## src/sv/rmq_sqrt_cell.sv

```systemverilog
// One cell of the square root chain: resolves one root bit from two radicand bits.
// Standalone; chained by rotation_matrix_to_quaternion.
module rmq_sqrt_cell #(
	parameter int XW = 48,
	parameter int RW = 24,
	parameter int TW = 8
) (
	input  logic          clk,
	input  logic          arst_n,
	input  logic          prv_vld,
	input  logic [XW-1:0] prv_x,
	input  logic [RW:0]   prv_rem,
	input  logic [RW-1:0] prv_root,
	input  logic [TW-1:0] prv_tag,
	output logic          vld_q,
	output logic [XW-1:0] x_q,
	output logic [RW:0]   rem_q,
	output logic [RW-1:0] root_q,
	output logic [TW-1:0] tag_q
);

	logic [RW+2:0] t;
	logic [RW+2:0] trial;
	logic          ge;

	always_comb begin
		t     = {prv_rem, prv_x[XW-1 -: 2]};
		trial = {1'b0, prv_root, 2'b01};
		ge    = (t >= trial);
	end

	always_ff @(posedge clk or negedge arst_n) begin
		if (!arst_n) begin
			vld_q <= 1'b0;
		end else begin
			vld_q <= prv_vld;
		end
	end

	always_ff @(posedge clk) begin
		x_q    <= {prv_x[XW-3:0], 2'b00};
		rem_q  <= ge ? (RW+1)'(t - trial) : (RW+1)'(t);
		root_q <= {prv_root[RW-2:0], ge};
		tag_q  <= prv_tag;
	end

endmodule

```

## config.mk

```make
export PLATFORM = sky130hd
export DESIGN_NAME = rmq_sqrt_cell
export DESIGN_NICKNAME = d
export VERILOG_FILES = /design/src/sv/rmq_sqrt_cell.sv
export SDC_FILE = /design/constraint.sdc
export NUM_CORES = 1
export LEC_CHECK = 0
export BUFFER_PORTS_ARGS = -buffer_cell sky130_fd_sc_hd__buf_2
export CORE_MARGIN = 10
export CORE_UTILIZATION = 45
export DETAILED_ROUTE_END_ITERATION = 8
export GPL_ROUTABILITY_DRIVEN = 0
export PLACE_DENSITY = 0.8
export SETUP_SLACK_MARGIN = 0.4
export SLEW_MARGIN = 30
export SYNTH_ARGS = -nofsm -noshare
export SYNTH_HDL_FRONTEND = slang
export SYNTH_SLANG_ARGS = --single-unit
```

## constraint.sdc

```tcl
create_clock -name clk -period 0.8 [get_ports clk]
set_clock_uncertainty 0.05 [all_clocks]
set_input_delay 0.12 -clock clk [delete_from_list [all_inputs] [get_ports clk]]
set_output_delay 0.12 -clock clk [all_outputs]
set_load 0.03 [all_outputs]
```

== Yosys cells after proc, flatten, opt, wreduce, memory -nomap -nowiden ==
Cells that the tools add are included.

* Bits in registers: 104
* Input port bits: 108
* Output and inout port bits: 106

* Add/subtract/negate cells: 1
* Order comparisons: 1
* Mux-type cells: 1

{| class="wikitable"
|+ Operators with widths
! operator !! number
|-
| $ge 27x26->1 || 1
|-
| $mux 25 || 1
|-
| $sub 25x25->25 || 1
|}

== Longest topological paths before layout ==
* Depth after elaboration: 2
* Mapped depth: 12
* Depth with buffers taken out: 9

== Worst setup path before layout ==
Ideal clock, no wire load.

* Kind: input to register
* From: input port prv_root[8]
* To: register rem_q[10]
* Library setup time: 0.121 ns
* Arrival time: 2.018 ns
* Slack: -1.389 ns
* Stages: 11
* Cell sequence: inv_1 ha_1 a21oi_2 o21ai_1 a32oi_1 nand3_2 o21a_1 a31o_1 buf_6 buf_6 mux2_4

* Word-level cells in the longest chain between the ends: 2
* Elaborated cells between the ends (all ways): 3
* Those cells by class: 1 x add/sub; 1 x order compare; 1 x mux

{| class="wikitable"
|+ Ends and longest elaborated chain
! what !! line !! RTL
|-
| start: declaration || 13 || <nowiki>input logic [RW-1:0] prv_root,</nowiki>
|-
| $sub 25x25->25 or $ge 27x26->1 (tied branches) || 42, 29 ||
|-
| $mux 25 * || 42 || <nowiki>rem_q <= ge ? (RW+1)'(t - trial) : (RW+1)'(t);</nowiki>
|-
| end signal: assignment || 42 ||
|-
| end: declaration || 17 || <nowiki>output logic [RW:0] rem_q,</nowiki>
|}

Mark *: on every way between the ends. The rest lies on a longest branch, timed or not.

== Worst setup path after layout ==
* From: input port prv_root[17]
* To: register rem_q[15]

* Word-level cells in the longest chain between the ends: 2

{| class="wikitable"
|+ Ends and longest elaborated chain
! what !! line !! RTL
|-
| $ge 27x26->1 || 29 || <nowiki>ge = (t >= trial);</nowiki>
|-
| $mux 25 || 42 ||
|}

No other way between the ends.

==> flow_metrics.env <==
export IMPL_status="finished, violations left"
export IMPL_violations="hold timing, setup timing"
export IMPL_layout_min_cycle_time_ns=1.93
export IMPL_area_growth_pct=87.4
export IMPL_ys_types=57
export IMPL_fp_dieW_um=115
export IMPL_min_period_over_period_pct=241
export IMPL_cp_common_cell="o21a_1"
export IMPL_cts_tree="built"
export IMPL_finalMaxSlewViolations=0
export IMPL_h_tree_depth=3
export IMPL_synthArstFlopShare_pct=0.962
export IMPL_wl_um=17900
export IMPL_antenna_found_initial=2
export IMPL_ys_flop_type="dfxtp_1"
export IMPL_path_delay_family="compound AO/OA/AOI/OAI gates"
export IMPL_p_leak_nw=3.52
export IMPL_grt_max_degree=20
export IMPL_worstPathRequired_ns=0.99
export IMPL_syn_cell_area_um2=4040
export IMPL_grtUsageTotal_pct=25.1
export IMPL_setup_ws_ns=-1.13
export IMPL_worst_setup_path_type="primary input to flip-flop"
export IMPL_end_kind="flip-flop"
export IMPL_maxCapViolations=0
export IMPL_grt_pass1_vias=4451
export IMPL_synth_edff_count=0
export IMPL_crit_arrival_ns=2.12
export IMPL_cp_start_kind="primary input"
export IMPL_start_util_pct=46.3
export IMPL_rsz0062_at_grt="yes"
export IMPL_place_area_um2=6230
export IMPL_die_area_um2=13200
export IMPL_critPathMaxStageDelay_ns=0.40
export IMPL_ir_drop_uv=1150
export IMPL_yosysTopAreaCellShare_pct=51.1
export IMPL_wire_per_inst_um=22.7
export IMPL_power_density_nw_per_um2=1900
export IMPL_setup_violations_final=130
export IMPL_cpMaxStageDelayCell="ha_1"
export IMPL_grt_pass1_wl_um=26200
export IMPL_firstDrtPassIters=7
export IMPL_drtIter0Drc=453
export IMPL_die_h_um=115
export IMPL_fin_total_pwr_w=0.0144
export IMPL_viasPerCell=5.36
export IMPL_path_clk_slew_ns=0.11
export IMPL_io_buffers=211
export IMPL_ant_nets=0
export IMPL_clock_path_buffers=2
export IMPL_rows=34
export IMPL_ys_seq_area_share_pct=51.7
export IMPL_min_path_type="primary input to flip-flop"
export IMPL_core_area_um2=8720
export IMPL_fin_tns_setup_ns=-49.84
export IMPL_vias=4217
export IMPL_max_freq_ghz=0.519
export IMPL_globalRouteOverflowTotal=0
export IMPL_drive_gt1_share_pct=74.2
export IMPL_drc_errors=0
export IMPL_fin_nets=807
export IMPL_final_cell_area_um2=7560
export IMPL_synth_warnings=0
export IMPL_netlist_top_cells_area="dfxtp_1, ha_1, mux2_4"
export IMPL_worstPathCellList="buf_2 -> inv_1 -> ha_1 -> nand3_1 -> o21ai_1 -> o21a_1 -> o21a_1 -> a31o_4 -> buf_16 -> mux2_4"
export IMPL_place_hpwl_um=11600
export IMPL_worst_path_buf_inv=3
export IMPL_synth_cells=372
export IMPL_cts_hold_buf=1
export IMPL_synth_avg_cell_area_um2=10.9
export IMPL_root_buffer="clkbuf_8"
export IMPL_synth_area_leader_cell="dfxtp_1"
export IMPL_final_core_util_pct=86.7
export IMPL_cts_sinks=104
export IMPL_num_io_pins=214
export IMPL_synth_seq_cells=104
export IMPL_finalHoldViolCount=91
export IMPL_cp_max_fo=9
export IMPL_numCtsBuffers=9
export IMPL_whs_ns=-0.203
==> where the power goes <==
group	switching, W	internal [W]
clock	0.00196	0.00118
combinational	0.00270	0.00265
sequential	0.000252	0.00563
total	0.00491	0.00946
==> state kept, by name, indices dropped and copies added (netlist names) <==
signal	cells
rem_q	25
x_q	46
vld_q	1
tag_q	8
root_q	24
==> kinds of logic (layout without fill, tap and decap cells) <==
group | after synthesis | in the layout | synth area share (%)
DFF | 104 | 104 | 51.7
other | 1 | 3 | 0.0929
AOI/OAI and AO/OA | 92 | 92 | 15.9
and+or+nand+nor | 53 | 53 | 6.57
adders and majority gates | 26 | 26 | 8.06
xor gates and xnor gates | 18 | 18 | 3.90
buffers and inverters | 55 | 360 | 6.10
muxes | 23 | 23 | 7.72
==> repair_timing <==
item / in CTS / in global routing
resized for setup: 276 / 16
pin swaps: 17 / 5
gates cloned: 2 / 0
endpoints found under the setup margin: 130 / 130
endpoints found under the hold margin: 98 / 93
setup buffers: 11 / 4
==> cells in the final DEF (no fill, tap or decap), types with 4 or more instances in the layout <==
master	synthesis	routed
nand4_1	7	7
buf_6	4	119
inv_1	40	29
buf_2	2	97
a21oi_4	1	4
o21ai_0	9	7
a21o_1	4	4
a21oi_1	26	21
buf_4	2	83
xor2_1	5	5
nor2_1	13	11
inv_2	0	6
o211ai_1	7	7
xnor2_1	13	12
ha_1	26	9
nand2_1	12	10
o21a_1	8	7
dfxtp_2	0	10
clkbuf_8	0	9
ha_4	0	16
mux2_4	15	20
o21bai_1	4	4
a21oi_2	4	6
dfxtp_4	0	93
==> synthesized netlist by cell type, drive strengths merged (2+ instances only) <==
| cell | number |
|---|---|
| and3 | 3 |
| a211oi | 4 |
| xor2 | 5 |
| nand3 | 5 |
| o2111ai | 3 |
| dfxtp | 103 |
| o21ai | 12 |
| clkbuf | 7 |
| buf | 8 |
| nor3 | 3 |
| nand4 | 7 |
| or2 | 2 |
| inv | 40 |
| mux2i | 3 |
| a21o | 4 |
| o21a | 8 |
| o211ai | 8 |
| xnor2 | 13 |
| mux2 | 20 |
| o21bai | 4 |
| o31a | 2 |
| a31oi | 3 |
| nor2b | 2 |
| nor2 | 14 |
| a21oi | 31 |
| nand2 | 12 |
| ha | 26 |
==> final cells by class <==
class                           count  area, um2
Clock inverter                      6       56.3
Tap cell                          108        135
Timing Repair Buffer              304       2550
Sequential cell                   104       2450
Fill cell                         389       1160
Multi-Input combinational cell    214       2060
Clock buffer                       10        128
Antenna cell                        1       2.50
Inverter                           40        183
==> per-stage QoR <==
step,std cells,setup slack (ns)
2_1_floorplan,373,-1.27
3_3_place_gp,752,-1.44
3_5_place_dp,752,-1.51
4_1_cts,782,-1.01
5_1_grt,787,-1.15
6_report,787,-1.13
==> routing by layer <==
layer	part of all wire [%]	GRT usage (%)	wire length, um
met2	52	48.1	9370
met3	9.4	7.76	1680
met1	35	25.7	6220
met4	3.4	6.02	600
met5	0.10	0	18
==> path summary, 6_finish.rpt <==
path | startpoint | to | slack (ns) | depth (start not counted)
max | prv_root[17] | rem_q[15]$_DFF_P_ | -1.13 | 10
max in group asynchronous | arst_n | vld_q$_DFF_PN0_ | 0.59 | 2
min in group asynchronous | arst_n | vld_q$_DFF_PN0_ | 0.02 | 2
min | prv_x[40] | x_q[42]$_DFF_P_ | -0.20 | 1
Note: power is estimated with default switching activity, not from simulation.
