### src/sv/rmq_pkg.sv
// Shared types and constants for the rotation matrix to quaternion pipeline.
// No dependencies.
package rmq_pkg;

	localparam int FIELD_W = 18;
	localparam int DIFF_W  = 19;
	localparam int LANES   = 4;
	localparam int SAT_POS = 131071;
	localparam int SAT_NEG = 131072;

	typedef enum logic [1:0] {
		BR_TRACE = 2'd0,
		BR_X     = 2'd1,
		BR_Y     = 2'd2,
		BR_Z     = 2'd3
	} branch_t;

endpackage

### src/sv/rmq_div_cell.sv
// One cell of the divider chain: one quotient bit for each of the four lanes.
// Uses rmq_pkg; chained by rotation_matrix_to_quaternion.
module rmq_div_cell #(
	parameter int NW = 36,
	parameter int DW = 25,
	parameter int TW = 8
) (
	input  logic                                clk,
	input  logic                                arst_n,
	input  logic                                prv_vld,
	input  logic [DW-1:0]                       prv_d,
	input  logic [rmq_pkg::LANES-1:0][NW-1:0]   prv_num,
	input  logic [rmq_pkg::LANES-1:0][DW-1:0]   prv_rem,
	input  logic [TW-1:0]                       prv_tag,
	output logic                                vld_q,
	output logic [DW-1:0]                       d_q,
	output logic [rmq_pkg::LANES-1:0][NW-1:0]   num_q,
	output logic [rmq_pkg::LANES-1:0][DW-1:0]   rem_q,
	output logic [TW-1:0]                       tag_q
);

	logic [rmq_pkg::LANES-1:0][DW:0]   t;
	logic [rmq_pkg::LANES-1:0]         ge;
	logic [rmq_pkg::LANES-1:0][DW-1:0] rem_n;
	logic [rmq_pkg::LANES-1:0][NW-1:0] num_n;

	always_comb begin
		for (int l = 0; l < rmq_pkg::LANES; l++) begin
			t[l]     = {prv_rem[l], prv_num[l][NW-1]};
			ge[l]    = (t[l] >= {1'b0, prv_d});
			rem_n[l] = ge[l] ? DW'(t[l] - {1'b0, prv_d}) : DW'(t[l]);
			num_n[l] = {prv_num[l][NW-2:0], ge[l]};
		end
	end

	always_ff @(posedge clk or negedge arst_n) begin
		if (!arst_n) begin
			vld_q <= 1'b0;
		end else begin
			vld_q <= prv_vld;
		end
	end

	always_ff @(posedge clk) begin
		d_q   <= prv_d;
		num_q <= num_n;
		rem_q <= rem_n;
		tag_q <= prv_tag;
	end

endmodule

### config.mk
export PLATFORM = sky130hd
export DESIGN_NAME = rmq_div_cell
export DESIGN_NICKNAME = d
export VERILOG_FILES = /design/src/sv/rmq_pkg.sv /design/src/sv/rmq_div_cell.sv
export SDC_FILE = /design/constraint.sdc
export NUM_CORES = 1
export LEC_CHECK = 0
export ABC_CLOCK_PERIOD_IN_PS = 800
export BUFFER_PORTS_ARGS = -buffer_cell sky130_fd_sc_hd__buf_2
export CORE_MARGIN = 3
export CORE_UTILIZATION = 25
export DETAILED_ROUTE_END_ITERATION = 12
export PLACE_DENSITY = 0.59
export SYNTH_ARGS = -nofsm -noshare
export SYNTH_HDL_FRONTEND = slang
export SYNTH_SLANG_ARGS = --single-unit
### constraint.sdc
create_clock -name clk -period 0.8 [get_ports clk]
set_clock_uncertainty 0.2 [all_clocks]
set_input_delay 0.08 -clock clk [delete_from_list [all_inputs] [get_ports clk]]
set_output_delay 0.08 -clock clk [all_outputs]
set_load 0.005 [all_outputs]
### Word level (Yosys, flattened, before mapping)

Index checks and enable logic that the tools add are counted.

| word-level totals | value |
|---|---|
| bits in registers | 278 |
| bits of input ports | 280 |
| output and inout port bits | 278 |
| word-level logic and storage cells | 23 |

| cells by class | value |
|---|---|
| $add $sub $neg | 4 |
| magnitude comparators | 4 |
| mux-type cells | 4 |

Operators by type and width:

| cell | number |
|---|---|
| 26-bit by 25-bit >= comparator with 1-bit output | 4 |
| 25-bit two-way mux | 4 |
| 25-bit subtractor | 4 |

### Depth between registers and ports, before layout

Gate-level depths: netlist of run 1.

| logic depth | value |
|---|---|
| word-level depth | 2 |
| mapped depth | 15 |
| depth with buffers taken out | 13 |

### Worst setup path before layout of run 1

No wires, ideal clock.

| timing | value |
|---|---|
| path kind | input port to flip-flop |
| start point | input port prv_num[143] in the netlist's numbering |
| end point | register rem_q[81] in the netlist's numbering |
| library setup time | 0.121 ns |
| arrival time | 2.755 ns |
| data required time | 0.479 ns |
| slack | -2.276 ns |
| cell stages on the path | 14 |
| buffers on the path | 1 |
| cells stage by stage | inv_1 ha_1 inv_1 fa_1 a21o_1 a21oi_1 o21bai_1 a2111o_1 o21ai_1 o21a_1 o41a_1 o211ai_2 buf_4 mux2_2 |

RTL lines:

| element | RTL line | text |
|---|---|---|
| start: declaration | rmq_div_cell.sv:12 | `input logic [rmq_pkg::LANES-1:0][NW-1:0] prv_num,` |
| end signal: assignment | rmq_div_cell.sv:47 | `rem_q <= rem_n;` |
| end: declaration | rmq_div_cell.sv:18 | `output logic [rmq_pkg::LANES-1:0][DW-1:0] rem_q,` |

==> out/metrics.csv, run 1 <==
stage;metric;value;unit
run_status;status;complete, but fails checks;
run_status;failing checks;negative hold slack, negative setup slack;
pwr;Power Dens Cells;1970;nW/um2
yosys;multiplexer share of the synthesized area;5.12;%
yosys;Post-Synth XOR/XNOR Area;6.10;%
timing;final worst setup slack;-1.81;ns
die;Die Wd;223;um
timing;min Tclk post-route;2.61;ns
clocking;TritonCTS clock tree;done;
placement;GP Congestion;0.912;
grt;vias in the first global route;14400;
die;I/O pin cnt;558;
final_layout;final core area utilization;50.6;%
placement;buffers added on ports;557;
yosys;Synth cell types;68;
clocking;clk root buf;clkbuf_16;
grt;initial antenna violation count;29;
drt;wire length per cell;19.4;um
yosys;synthesized instance count;1160;
worst_setup_path;Slowest Stage Delay on Critical Path;0.42;ns
min_path;Worst Hold Launch;prv_d[1];
yosys;Yosys reg bits;278;
grt;global route overflow;0;
yosys;compound-gate portion of the synthesized area;17.5;%
drt;post-route ant nets;0;
drt;Initial DRC Count;506;
drt;DRC;0;
timing;Finish-stage setup viols;382;
timing;Fin. Hold Viols;105;
drt;DR vias/cell;4.54;
placement;HPWL after detailed placement;45400;um
timing;relative slew slack;71.5;%
worst_setup_path;data required time of the worst path;1.03;ns
pwr;leakage;11.2;nW
worst_setup_path;crit-path max FO;20;
die;core area;46000;um2
yosys;asr flop ratio synth;0.360;%
die;Starting Density;25.6;%
worst_setup_path;crit path buf inv count;5;
yosys;Synth Area in Adders;11.3;%
min_path;Worst Hold Depth;1;
timing;RSZ-0062 raised after global routing;yes;
timing;Final Max Tran Viols;0;
worst_setup_path;CP Data Arrival Time;2.83;ns
worst_setup_path;Worst path slowest cell;a2111o_1;
yosys;synthesized area per cell;10.1;um2
timing;hold_ws;-0.552;ns
drt;drt first pass iters;5;
yosys;Synthesized Nets;1544;
final_layout;Layout Nets;2755;
pwr;Tot Pwr;45.7;mW
die;row count;78;
timing;period utilization;326;%
worst_setup_path;worst setup path startpoint;prv_d[1];
pwr;maximum VDD drop;1940;uV
worst_setup_path;CP Launch Type;input pin;
worst_setup_path;Critical Path Sink Type;register;
placement;placed instance area;18000;um2
worst_setup_path;critical setup path kind;in -> reg;
clocking;clk slew on worst S/H paths;0.05;ns
drt;DR vias;13700;
yosys;synthesized-area fraction occupied by and/or/nand/nor cells;10.1;%
yosys;post-synthesis sequential area ratio;47.3;%
timing;worst slew pin tran;0.425;ns
min_path;HP Class;in -> reg;
die;Die H;223;um
worst_setup_path;cell breakdown of the critical path;buf_8 -> clkinvlp_4 -> buf_4 -> buf_6 -> fa_2 -> a21o_1 -> a21oi_2 -> o21bai_2 -> a2111o_1 -> o21ai_2 -> o21a_1 -> o41a_1 -> o211ai_4 -> buf_12 -> mux2_2;
final_layout;design area;23300;um2
final_layout;share of cells above drive strength 1;51.7;%
worst_setup_path;critical path's top delay family;compound AO/OA/AOI/OAI gates;
timing;achievable clock frequency;383;MHz
clocking;CTS max path bufs;3;
die;full die area;49700;um2
yosys;Mapped Area;11800;um2
grt;total track usage;21.8;%
yosys;number of synthesized flops with an enable pin;0;
drt;Post-Route WL;58300;um
yosys;total number of yosys warnings;0;
clocking;number of clock sinks;278;
clocking;H-tree levels;2;
clocking;CTS Buf Count;34;
worst_setup_path;CP Depth;15;
yosys;largest family of logic cells by synthesized area;compound AO/OA/AOI/OAI gates;
final_layout;Area growth, synth to finish;97.6;%
grt;largest net degree at the start of global routing;33;
run;max-cap check violation count;0;
grt;global-route wire length before repair;83100;um
yosys;Top FF cell, synth;dfxtp_1;
[routing by layer]
metal | global-route usage (%) | up-vias | part of all wire (%)
met5 | 0 | - | 0.079
met4 | 8.06 | 8 | 4.6
met3 | 5.64 | 148 | 6.4
met2 | 44.1 | 519 | 55
met1 | 20.7 | 6417 | 33
li1 | - | 6573 | -
[cells in the mapped netlist (19+ instances only)]
cell type	n	area, um2
dfxtp_1	277	5550
ha_1	100	1250
a21oi_1	93	465
nand2_1	74	278
nor2_1	74	278
o21ai_0	55	275
a21o_1	51	383
xnor2_1	51	447
inv_1	50	188
mux2_2	50	563
xor2_1	31	272
clkbuf_1	19	71.3
[final timing paths]
| kind | to | slack (ns) |
|---|---|---|
| setup / recovery | rem_q[76] | -1.81 |
| hold / removal | d_q[1] | -0.55 |
| max in group asynchronous | vld_q | 0.03 |
| min in group asynchronous | vld_q | 0.25 |
[power breakdown]
part	switching (mW)	internal, mW
combinational	6.08	7.80
clock	6.37	9.33
sequential	0.622	15.5
[cells in the final DEF (no fill, tap or decap), drive strengths merged, types with 17 or more instances in the layout]
cell type,n
ha,100
a21oi,93
a21o,51
dfxtp,277
xor2,31
dlygate4sd3,255
nor2,74
clkbuf,48
nand2,74
o21ai,58
xnor2,51
buf,946
inv,46
mux2,50
nor2b,17
[cell type report]
class,count,area (um2)
timing repair buffer,1202,8840
antenna,14,35.0
fill,4105,22700
multi-input combinational,805,6630
sequential,278,5640
clock inverter,14,163
tap,600,751
inverter,50,218
clock buffer,47,981
[logic make-up (layout without fill, tap and decap cells)]
| logic type | after synthesis | after routing |
|---|---|---|
| and+or+nand+nor | 253 | 253 |
| AOI/OAI and AO/OA | 312 | 312 |
| xor gates and xnor gates | 82 | 82 |
| buffers and inverters | 77 | 1313 |
| adders and majority gates | 104 | 104 |
| other | 0 | 14 |
| DFF | 278 | 278 |
| muxes | 54 | 54 |
[metrics by stage]
step	setup WS (ns)	instances	TNS, ns
2_1_floorplan	-2.06	1160	-202.91
3_3_place_gp	-2.48	2633	-242.68
3_5_place_dp	-2.47	2633	-245.43
4_1_cts	-1.75	2949	-306.56
5_1_grt	-1.87	3008	-320.86
6_report	-1.81	3010	-301.04
[state kept, by name (all words and copies together), names as in the netlist]
signal and cells:
vld_q 1, num_q 144, rem_q 100, d_q 25, tag_q 8
[timing repair]
action	in CTS	in global routing
hold buffers	233	28
setup buffers	17	25
pin swaps	27	26
gates resized for setup	133	152
endpoints found under the setup margin	382	382
gates cloned	5	2
hold endpoints to repair	276	158
(Power assumes the default switching activity.)
==> inputs of run 2 (changes only) <==
--- a/config.mk
+++ b/config.mk
@@ -6,10 +6,12 @@
 export NUM_CORES = 1
 export LEC_CHECK = 0
+export ABC_AREA = 1
 export ABC_CLOCK_PERIOD_IN_PS = 800
 export BUFFER_PORTS_ARGS = -buffer_cell sky130_fd_sc_hd__buf_2
 export CORE_MARGIN = 3
 export CORE_UTILIZATION = 25
+export CTS_CLUSTER_DIAMETER = 40
 export DETAILED_ROUTE_END_ITERATION = 12
-export PLACE_DENSITY = 0.59
+export PLACE_DENSITY = 0.57
 export SYNTH_ARGS = -nofsm -noshare
 export SYNTH_HDL_FRONTEND = slang
==> constraint.sdc (replaced) <==
create_clock -name clk -period 0.8 [get_ports clk]
set_clock_uncertainty 0.2 [all_clocks]
set_input_delay 0.12 -clock clk [delete_from_list [all_inputs] [get_ports clk]]
set_output_delay 0.12 -clock clk [all_outputs]
set_load 0.005 [all_outputs]
==> run 2 against run 1 <==
Effect of this change:
- the run still ends with negative hold slack, negative setup slack left
- cell area grew 30%
- routed wire length increased by 35%
- count of clock-buffer cells in the layout grew 7
- clock power grew 32%
- critical path type unchanged
- highest routed layer unchanged
==> out/metrics.csv, run 2 <==
stage;metric;value;unit
run_status;status;complete, but fails checks;
run_status;failing checks;negative hold slack, negative setup slack;
pwr;maximum VDD drop;1510;uV
timing;period utilization;199;%
final_layout;Layout Cells excl Fill;4293;
drt;DR vias;18900;
clocking;clk root buf;clkbuf_16;
drt;wire length per cell;18.4;um
placement;HPWL after detailed placement;58900;um
final_layout;largest reg by FF count;num_q;
die;I/O pin cnt;558;
timing;Final Max Tran Viols;0;
placement;GP Congestion;0.924;
grt;initial antenna violation count;31;
drt;Post-Route WL;78900;um
grt;vias in the first global route;19200;
clocking;CTS Buf Count;49;
pwr;Switching Fraction;32.5;%
die;full die area;63300;um2
yosys;most frequent cell after synthesis;nand2_1;
worst_setup_path;crit-path max FO;6;
timing;final worst setup slack;-0.789;ns
timing;min Tclk post-route;1.59;ns
die;Die H;252;um
placement;placed instance area;21900;um2
pwr;combinational power share;32.4;%
pwr;Clock Power Share;38.2;%
yosys;Synthesized Nets;2633;
grt;global route overflow;0;
final_layout;share of cells above drive strength 1;50.0;%
yosys;synthesized area per cell;6.70;um2
clocking;number of clock sinks;278;
pwr;sw power;17.7;mW
placement;dpl ws;-1.47;ns
grt;global-route wire length before repair;112000;um
min_path;HP Class;in -> reg;
pwr;leakage;15.6;nW
final_layout;max reg flops;144;
final_layout;fill count;5538;
clocking;clk slew on worst S/H paths;0.05;ns
yosys;top cell type's share of synthesized area;36.8;%
final_layout;most common cell after layout, fill and taps aside;nand2_1;
worst_setup_path;critical path's top delay family;buffers and inverters;
pwr;Power Dens Cells;1800;nW/um2
timing;Fin. Hold Viols;129;
drt;DR vias/cell;4.40;
final_layout;commonest non-fill, non-tap cells in the layout;647 x nand2_1, 448 x buf_2, 344 x inv_1, 327 x buf_4, 233 x dlygate4sd3_1;
worst_setup_path;critical setup path kind;in -> reg;
yosys;Top FF cell, synth;dfxtp_1;
min_path;Worst Hold Launch;prv_d[0];
drt;Initial DRC Count;761;
final_layout;Area growth, synth to finish;100;%
grt;total track usage;23.5;%
timing;worst slew pin tran;0.392;ns
yosys;Mapped Area;15100;um2
clocking;CTS max path bufs;3;
yosys;post-synthesis sequential area ratio;37.0;%
die;Starting Density;25.4;%
die;row count;89;
grt;largest net degree at the start of global routing;26;
drt;DRC;0;
drt;post-route ant nets;0;
timing;RSZ-0062 raised after global routing;yes;
worst_setup_path;crit path buf inv count;6;
worst_setup_path;Slowest Stage Delay on Critical Path;0.23;ns
yosys;synthesized instance count;2249;
worst_setup_path;cell breakdown of the critical path;buf_8 -> clkinvlp_4 -> buf_6 -> ha_4 -> nand2_4 -> inv_1 -> nand2_1 -> nand2_1 -> nand2_2 -> nand3_4 -> nand3_4 -> nand3_4 -> buf_6 -> clkbuf_16 -> nand2_2 -> nand2_1;
yosys;leading post-synthesis cells by cell area;dfxtp_1 37%, nand2_1 23%, inv_1 10%, ha_1 8.3%, nand4_1 5.5%;
timing;relative slew slack;73.8;%
die;core area;59400;um2
worst_setup_path;Critical Path Sink Type;register;
final_layout;design area;30200;um2
placement;# placed instances;3880;
min_path;Hold Path End;d_q[0];
pwr;Tot Pwr;54.4;mW
clocking;TritonCTS clock tree;done;
drt;drt first pass iters;5;
pwr;internal power;36.7;mW
yosys;total number of yosys warnings;0;
clocking;H-tree levels;2;
yosys;Yosys reg bits;278;
yosys;Synth cell types;29;
yosys;top post-synthesis cells by count;933 x nand2_1, 402 x inv_1, 277 x dfxtp_1, 132 x nand4_1, 122 x nor2_1;
final_layout;largest registers;num_q (144), rem_q (100), d_q (25);
timing;Finish-stage setup viols;382;
yosys;asr flop ratio synth;0.360;%
yosys;post-synth top area cell;dfxtp_1;
final_layout;Layout Nets;3848;
run;max-cap check violation count;0;
die;Die Wd;252;um
min_path;Worst Hold Depth;2;
worst_setup_path;CP Data Arrival Time;1.87;ns
yosys;number of synthesized flops with an enable pin;0;
worst_setup_path;Worst path slowest cell;ha_4;
worst_setup_path;CP Launch Type;input pin;
worst_setup_path;data required time of the worst path;1.08;ns
timing;hold_ws;-0.416;ns
pwr;sequential share of power;29.4;%
timing;achievable clock frequency;629;MHz
placement;buffers added on ports;557;
[run 2: how the worst max path moves through the flow]
stage / from / to / depth (start not counted)
2_1_floorplan: prv_d[13] / rem_q[0] / 13
3_3_place_gp: prv_d[7] / rem_q[13] / 12
3_5_place_dp: prv_d[8] / rem_q[13] / 15
4_1_cts: prv_d[4] / rem_q[86] / 14
5_1_grt: prv_d[4] / rem_q[83] / 16
6_report: prv_d[4] / rem_q[78] / 16
[run 2: layout make-up]
| class | instances | area (um2) | area share, % |
|---|---|---|---|
| antenna | 16 | 40.0 | 0.133 |
| inverter | 407 | 1560 | 5.16 |
| clock inverter | 37 | 394 | 1.31 |
| sequential | 278 | 5720 | 18.9 |
| tap | 773 | 967 | 3.20 |
| timing repair buffer | 1196 | 9690 | 32.1 |
| multi-input combinational | 1532 | 10600 | 35.0 |
| clock buffer | 54 | 1260 | 4.19 |
[run 2: cells by family (layout without fill, tap and decap cells)]
group / count (synthesis) / in the layout / synth area share, %
simple gates: 1335 / 1335 / 38.1
buf+inv: 439 / 1694 / 11.5
flops: 278 / 278 / 37.0
fa+ha+maj: 104 / 104 / 8.84
compound gates: 47 / 47 / 1.93
xor+xnor: 46 / 46 / 2.67
other cells: 0 / 16 / 0
[run 2: repair_timing]
item | in CTS | in global routing
setup buffers | 55 | 15
hold buffers | 205 | 28
pin swaps | 154 | 124
endpoints found under the setup margin | 382 | 382
cloned | 9 | 4
hold endpoints to repair | 275 | 185
gates resized for setup | 518 | 391
[run 2: power by group through the flow]
stage | clock (mW) | combinational (mW) | sequential, mW
after global placement | 0 | 12.5 | 16.0
after detailed placement | 0 | 12.6 | 16.0
after floorplan | 0 | 5.64 | 16.2
after global routing | 22.0 | 19.1 | 16.1
after CTS | 21.3 | 16.0 | 15.9
final | 20.8 | 17.6 | 16.0
[run 2: metrics by stage]
stage | utilization (%) | TNS, ns
6_report | 50.9 | -222.40
5_1_grt | 50.9 | -238.66
4_1_cts | 47.9 | -223.13
3_5_place_dp | 36.9 | -145.58
3_3_place_gp | 36.9 | -144.15
2_1_floorplan | - | -104.23
[run 2: metal layers]
| metal | share of wire (%) | global-route usage, % | routed length [um] |
|---|---|---|---|
| met5 | 0.020 | 0 | 16 |
| met4 | 5.3 | 12.0 | 4220 |
| met3 | 6.3 | 4.77 | 4970 |
| met2 | 52 | 44.2 | 40800 |
| met1 | 37 | 24.7 | 28900 |
